<file path="src/rtl/gwlc_pkg.sv">
// Shared types and constants for the grayscale window/level colormap core.
// Used by gwlc_div and by the top level; depends on nothing else.
`default_nettype none

package gwlc_pkg;

  // Field widths
  localparam int PIX_W      = 32;
  localparam int WIN_W      = 31;
  localparam int LEVEL_W    = 8;
  localparam int RGB_W      = 3 * LEVEL_W;
  localparam int START_W    = PIX_W + 1;
  localparam int DIFF_W     = PIX_W + 2;
  localparam int QUOT_BITS  = LEVEL_W;
  localparam int NUMER_W    = WIN_W + QUOT_BITS;
  localparam int IDX_W      = 8;
  localparam int TABLE_ENTRIES = 256;

  // Port widths
  localparam int CFG_IDX_W  = 3;
  localparam int CFG_DATA_W = 32;
  localparam int IN_DATA_W  = PIX_W + IDX_W + RGB_W;
  localparam int OUT_DATA_W = 4 * LEVEL_W;

  localparam logic [LEVEL_W-1:0] LEVEL_MAX    = 8'hFF;
  localparam logic [LEVEL_W-1:0] LEVEL_MIN    = 8'h00;
  localparam logic [LEVEL_W-1:0] ALPHA_OPAQUE = 8'hFF;

  // Configuration register indexes
  localparam logic [CFG_IDX_W-1:0] CFG_CENTER  = 3'd0;
  localparam logic [CFG_IDX_W-1:0] CFG_WIDTH   = 3'd1;
  localparam logic [CFG_IDX_W-1:0] CFG_REVERSE = 3'd2;
  localparam logic [CFG_IDX_W-1:0] CFG_MONO1   = 3'd3;
  localparam logic [CFG_IDX_W-1:0] CFG_COLOR   = 3'd4;

  // Request kinds on the input channel
  localparam logic OP_PIXEL    = 1'b0;
  localparam logic OP_TABLE_WR = 1'b1;

  // Reset values of the window registers
  localparam logic [PIX_W-1:0] CENTER_RESET = 32'sd0;
  localparam logic [WIN_W-1:0] WIDTH_RESET  = 31'd256;

  // Operands handed to the pipelined divider
  typedef struct packed {
    logic [NUMER_W-1:0] numer;
    logic [WIN_W-1:0]   denom;
  } div_req_t;

  // Per-request side information that travels beside the divider
  typedef struct packed {
    logic              is_wr;
    logic [IDX_W-1:0]  idx;
    logic [RGB_W-1:0]  rgb;
    logic              zero;
    logic              hi;
    logic              lo;
  } tag_t;

endpackage : gwlc_pkg

`default_nettype wire

</file>
<file path="src/rtl/gwlc_div.sv">
// Pipelined restoring divider giving an 8-bit quotient, one bit per stage.
// Depends on gwlc_pkg; the numerator must be below 256 times the divisor.
`default_nettype none

module gwlc_div (
  input  wire logic                              clk,
  input  wire logic                              en,
  input  wire gwlc_pkg::div_req_t                req,
  output logic [gwlc_pkg::QUOT_BITS-1:0]         quot
);
  import gwlc_pkg::*;

  // Per-stage partial remainder, pending numerator bits, quotient and divisor
  logic [WIN_W-1:0]     rem_r [QUOT_BITS];
  logic [QUOT_BITS-1:0] low_r [QUOT_BITS];
  logic [QUOT_BITS-1:0] quo_r [QUOT_BITS];
  logic [WIN_W-1:0]     den_r [QUOT_BITS];

  for (genvar i = 0; i < QUOT_BITS; i++) begin : g_stage
    logic [WIN_W-1:0]     rem_in;
    logic [QUOT_BITS-1:0] low_in;
    logic [QUOT_BITS-1:0] quo_in;
    logic [WIN_W-1:0]     den_in;
    logic [WIN_W:0]       trial;
    logic                 ge;

    // The top bits of the numerator are already below the divisor.
    if (i == 0) begin : g_first
      assign rem_in = req.numer[NUMER_W-1 -: WIN_W];
      assign low_in = req.numer[QUOT_BITS-1:0];
      assign quo_in = '0;
      assign den_in = req.denom;
    end else begin : g_rest
      assign rem_in = rem_r[i-1];
      assign low_in = low_r[i-1];
      assign quo_in = quo_r[i-1];
      assign den_in = den_r[i-1];
    end

    // Bring down one numerator bit and try a subtraction.
    assign trial = {rem_in, low_in[QUOT_BITS-1]};
    assign ge    = (trial >= {1'b0, den_in});

    always_ff @(posedge clk) begin
      if (en) begin
        rem_r[i] <= ge ? WIN_W'(trial - {1'b0, den_in}) : trial[WIN_W-1:0];
        low_r[i] <= {low_in[QUOT_BITS-2:0], 1'b0};
        quo_r[i] <= {quo_in[QUOT_BITS-2:0], ge};
        den_r[i] <= den_in;
      end
    end
  end

  assign quot = quo_r[QUOT_BITS-1];

endmodule : gwlc_div

`default_nettype wire

</file>
<file path="config.mk">
export PLATFORM = sky130hd
export DESIGN_NAME = gwlc_div
export DESIGN_NICKNAME = d
export VERILOG_FILES = /design/src/rtl/gwlc_pkg.sv /design/src/rtl/gwlc_div.sv
export SDC_FILE = /design/constraint.sdc
export NUM_CORES = 1
export LEC_CHECK = 0
export ABC_AREA = 1
export BUFFER_PORTS_ARGS = -buffer_cell sky130_fd_sc_hd__buf_4
export CAP_MARGIN = 20
export CORE_MARGIN = 3
export CORE_UTILIZATION = 30
export CTS_BUF_LIST = sky130_fd_sc_hd__clkbuf_8
export CTS_CLUSTER_SIZE = 20
export DETAILED_ROUTE_END_ITERATION = 6
export PLACE_DENSITY_LB_ADDON = 0.12
export SLEW_MARGIN = 5
export SYNTH_ARGS = -nofsm -noshare
export SYNTH_HDL_FRONTEND = slang
export SYNTH_SLANG_ARGS = --single-unit
</file>
<file path="constraint.sdc">
create_clock -name clk -period 7.3 [get_ports clk]
set_input_delay 2.19 -clock clk [delete_from_list [all_inputs] [get_ports clk]]
set_output_delay 2.19 -clock clk [all_outputs]
set_load 0.03 [all_outputs]
</file>
# Word-level counts from Yosys, hierarchy flattened
# Memory sizes are Yosys's and may differ from the RTL's.
# Index checks and enable logic that the tools add are counted.
# W data, S select, Z words.
# word_totals
in_bits	72
out_inout_bits	8
ram_bits	616
ff_bits	0
elab_cells	30
mem_count	4
# op_classes
muxes	10
n_lt_le_gt_ge	8
add_sub_neg	8
# memory_table
name	depth	word_bits	read_ports	rd_ports_with_merged_regs	wr	line_no	source
den_r	8	31	7	0	8	gwlc_div.sv:17	logic [WIN_W-1:0] den_r [QUOT_BITS];
rem_r	8	31	7	0	8	gwlc_div.sv:14	logic [WIN_W-1:0] rem_r [QUOT_BITS];
quo_r	8	8	8	0	8	gwlc_div.sv:16	logic [QUOT_BITS-1:0] quo_r [QUOT_BITS];
low_r	8	7	7	0	8	gwlc_div.sv:15	logic [QUOT_BITS-1:0] low_r [QUOT_BITS];
# ops
operator	count
$ge A32 B31 Y1	8
$mux W31	8
$sub A31 B31 Y31	8
$mux W1	2

# Depth between registers and ports, before layout
# An unclocked memory read counts as a cell.
# depth
depth_word	3
mapped_depth	17
ltp_nobuf	15

# Worst setup path before layout
# No wires, ideal clock.
# synth_timing
path_kind	in2reg
startpoint	input req[38] in the netlist's numbering
endpoint	memory rem_r[0][10] (data pin)
t_required_ns	7.048
path_slack_ns	3.223
path_buffers	2
arrival_ns	3.825
stages	17
setup_time_ns	0.252
path_cell_list	inv_1 > ha_1 > fa_1 > inv_1 > nand2_1 > nand2_1 > nand3_1 > nand2_2 > nand2_1 > nand3_1 > nand2_1 > nand2_2 > inv_2 > buf_6 > buf_6 > nand2_1 > nand2_1
# synth_rtl
element	line_no	source
start, declared	gwlc_div.sv:8	input wire gwlc_pkg::div_req_t req,
end, declared	gwlc_div.sv:14	

==> results_dict.tcl <==
set metrics [dict create \
    synthFlopType "sky130_fd_sc_hd__edfxtp_1" \
    avgSynthCellArea_um2 7.20 \
    finish.instance_area_um2 40500 \
    postLayoutCoreUtil_pct 33.8 \
    maxCapViolations 0 \
    placed_cells_incl_taps 6699 \
    ys_warn_count 0 \
    relSlewSlack_pct 53.2 \
    drc_errors 0 \
    cts_tree "yes" \
    ys_seq_area_share_pct 41.2 \
    holdCritPathClass "flop to flop" \
    netlist-cell-type-count 36 \
    number_of_cts_inserted_buffers 97 \
    fill_cell_instance_count_of_the_final_layout 13129 \
    hold_violations 0 \
    post-cts-setup-buffers 0 \
    synth.ff_latch_count 498 \
    whs_ps 400 \
    postRouteAntennaNets 0 \
    root_buffer "sky130_fd_sc_hd__clkbuf_8" \
    finalCriticalPeriod_ps 3780 \
    die_height_um 354 \
    start_util_pct 30.3 \
    finalPower_mw 13.8 \
    ctsResizeCount 0 \
    globalRouteOverflowTotal 0 \
    core_um2 120000 \
    num_rows 127 \
    setup.worst_path.end_class "flop" \
    max_slew.worst_pin.slew_ps 702 \
    multi_input_area_um2 16700 \
    power.density_nw_per_um2 339 \
    post-route-worst-setup-slack_ps 3520 \
    timing.fmax_mhz 264 \
    power.static_leakage_nw 21.7 \
    via_per_inst 4.34 \
    gpl.final_weighted_congestion 0.929 \
    clock_sinks 498 \
    worstSetupStartpointType "input port" \
    synth_enable_flop_cells 498 \
    dpl-instance-area_um2 38700 \
    timing.setup.tns_ps 0 \
    timing.critical_path.required_ps 7780 \
    first_global_vias 30816 \
    pre_cts_slack_ps 2720 \
    grt_antenna_before_repair 2 \
    number_of_cells_traversed_by_the_worst_register_to_register_path 15 \
    ctsLongestPathBuffers 3 \
    detail_route.wirelength_um 110000 \
    floorplan.die.width_um 354 \
    grt_usage_pct 17.6 \
    detailroute.via_count 29824 \
    min_period_over_period_pct 51.8 \
    combined_flip_flop_and_latch_cell_area_um2 15000 \
    number_of_setup_violations_in_the_final_report 0 \
    grt_pass1_wl_um 170000 \
    async_set_or_reset_flop_fraction_in_the_synthesized_netlist_pct 0 \
    cts_hold_repair.buffers 0 \
    status "finished clean" \
    drt-wirelength-per-cell_um 16.1 \
    fp.dieArea_um2 125000 \
    layout-area-overhead-vs-synth_pct 11.6 \
    io-pin-count 80 \
    timing.hold.worst_path_depth 0 \
    layout.nets 5513 \
    synthesis.instances 5046 \
    cp_data_arrival_time_ps 4260 \
    grt_start_max_net_pins 111 \
    largest_voltage_drop_on_the_vdd_net_uv 145 \
    port-buffer-count 79 \
    finalNonFillerCells 6873 \
    post_synth_instance_area_um2 36300 \
    clkSlewWorstSetupHoldPaths_ps 60 \
    layout-drive-gt1-share_pct 5.32 \
    worst_clock_skew_ps 35.7 \
    cts_max_level 3 \
    drt_first_pass_iters 7 \
    drt_first_iter_violations 1024 \
    critical_path_class "input port to flop" \
    mappedNetlistNets 5373 \
    critical_path.max_fanout 34 \
    slew_viol_final 0 \
    clk-insertion-delay-late_ps 750 \
    dp_hpwl_um 90900 \
    rsz0062_at_grt "false" \
]
[layout make-up]
class,instances,share of cell area [%]
Antenna cell,2,0.0124
Clock buffer,97,3.29
Clock inverter,75,1.17
Inverter,1161,10.8
Multi-Input combinational cell,3339,41.1
Sequential cell,498,36.9
Tap cell,1612,4.98
Timing Repair Buffer,89,1.79
[sequential cells by signal, summed over array words and instances (netlist names)]
signal and count:
den_r 217, rem_r 217, low_r 28, quo_r 36
[worst paths after layout]
check,end,from,slack [ps]
worst max-delay path,rem_r[0][1]$_DFFE_PP_,req[0],3520
worst min-delay path,quo_r[1][1]$_DFFE_PP_,quo_r[0][24]$_DFFE_PP_,400
worst max register to register,rem_r[6][25]$_DFFE_PP_,low_r[5][6]$_DFFE_PP_,3810
worst min register to register,quo_r[1][1]$_DFFE_PP_,quo_r[0][24]$_DFFE_PP_,400
[cell usage in the layout (no fill, tap or decap), types with 10 or more instances in the layout]
cell / count
sky130_fd_sc_hd__o21bai_1: 20
sky130_fd_sc_hd__inv_1: 1174
sky130_fd_sc_hd__nand2_1: 1991
sky130_fd_sc_hd__o21ai_0: 33
sky130_fd_sc_hd__xor2_1: 93
sky130_fd_sc_hd__inv_2: 13
sky130_fd_sc_hd__o21ai_1: 24
sky130_fd_sc_hd__nand2_2: 11
sky130_fd_sc_hd__edfxtp_1: 498
sky130_fd_sc_hd__nand3b_1: 19
sky130_fd_sc_hd__nor2_2: 16
sky130_fd_sc_hd__ha_1: 248
sky130_fd_sc_hd__nand4_1: 78
sky130_fd_sc_hd__nor2_1: 269
sky130_fd_sc_hd__buf_4: 84
sky130_fd_sc_hd__clkbuf_8: 97
sky130_fd_sc_hd__or2_2: 10
sky130_fd_sc_hd__clkinv_2: 11
sky130_fd_sc_hd__and2_1: 15
sky130_fd_sc_hd__nand3_1: 302
sky130_fd_sc_hd__nor2_4: 10
sky130_fd_sc_hd__clkinv_1: 26
sky130_fd_sc_hd__a21oi_1: 132
sky130_fd_sc_hd__nor3_1: 23
[Yosys cell counts (24+ instances only)]
master	count	area (µm²)
sky130_fd_sc_hd__xor2_1	93	815
sky130_fd_sc_hd__o21ai_0	33	165
sky130_fd_sc_hd__ha_1	248	3100
sky130_fd_sc_hd__nand4_1	78	488
sky130_fd_sc_hd__a21oi_1	132	661
sky130_fd_sc_hd__edfxtp_1	498	15000
sky130_fd_sc_hd__o21ai_1	24	120
sky130_fd_sc_hd__nor2_1	269	1010
sky130_fd_sc_hd__buf_2	26	130
sky130_fd_sc_hd__inv_1	1148	4310
sky130_fd_sc_hd__nand2_1	1991	7470
sky130_fd_sc_hd__nand3_1	302	1510
[layer usage]
layer,share of wire (%),GRT usage [%],up-vias
met5,0,0,-
met4,6.2,9.92,0
met3,2.5,2.20,278
met2,52,34.0,465
met1,39,18.3,13167
li1,-,-,15914
[cell families (layout without fill, tap and decap cells)]
family / Yosys count / count (layout) / share of synthesized area (%)
other: 0 / 2 / 0
adder cells (fa/ha/maj): 255 / 255 / 8.93
XOR/XNOR: 100 / 100 / 2.41
AND/OR/NAND/NOR: 2769 / 2769 / 31.4
buffers and inverters: 1209 / 1422 / 13.0
AO/OA/AOI/OAI: 215 / 215 / 3.15
flip-flops: 498 / 498 / 41.2
[where the power goes]
group / internal [mW] / leakage, nW / total (mW) / switching (mW)
registers: 4.09 / 4.88 / 4.47 / 0.379
logic: 2.17 / 15.8 / 6.61 / 4.44
clock network: 1.42 / 1.02 / 2.68 / 1.26
[critical path, cell delays in order]
cell and delay [ps]:
sky130_fd_sc_hd__buf_4 120, sky130_fd_sc_hd__ha_1 210, sky130_fd_sc_hd__fa_1 360, sky130_fd_sc_hd__inv_1 130, sky130_fd_sc_hd__nand2_1 90, sky130_fd_sc_hd__nand2_1 120
sky130_fd_sc_hd__nand3_1 100, sky130_fd_sc_hd__nand2_2 130, sky130_fd_sc_hd__nand2_1 80, sky130_fd_sc_hd__nand3_1 80, sky130_fd_sc_hd__nand2_1 70, sky130_fd_sc_hd__nand2_2 70
sky130_fd_sc_hd__buf_4 370, sky130_fd_sc_hd__o21ai_0 130
No activity file was read; power rests on OpenSTA's default activity.
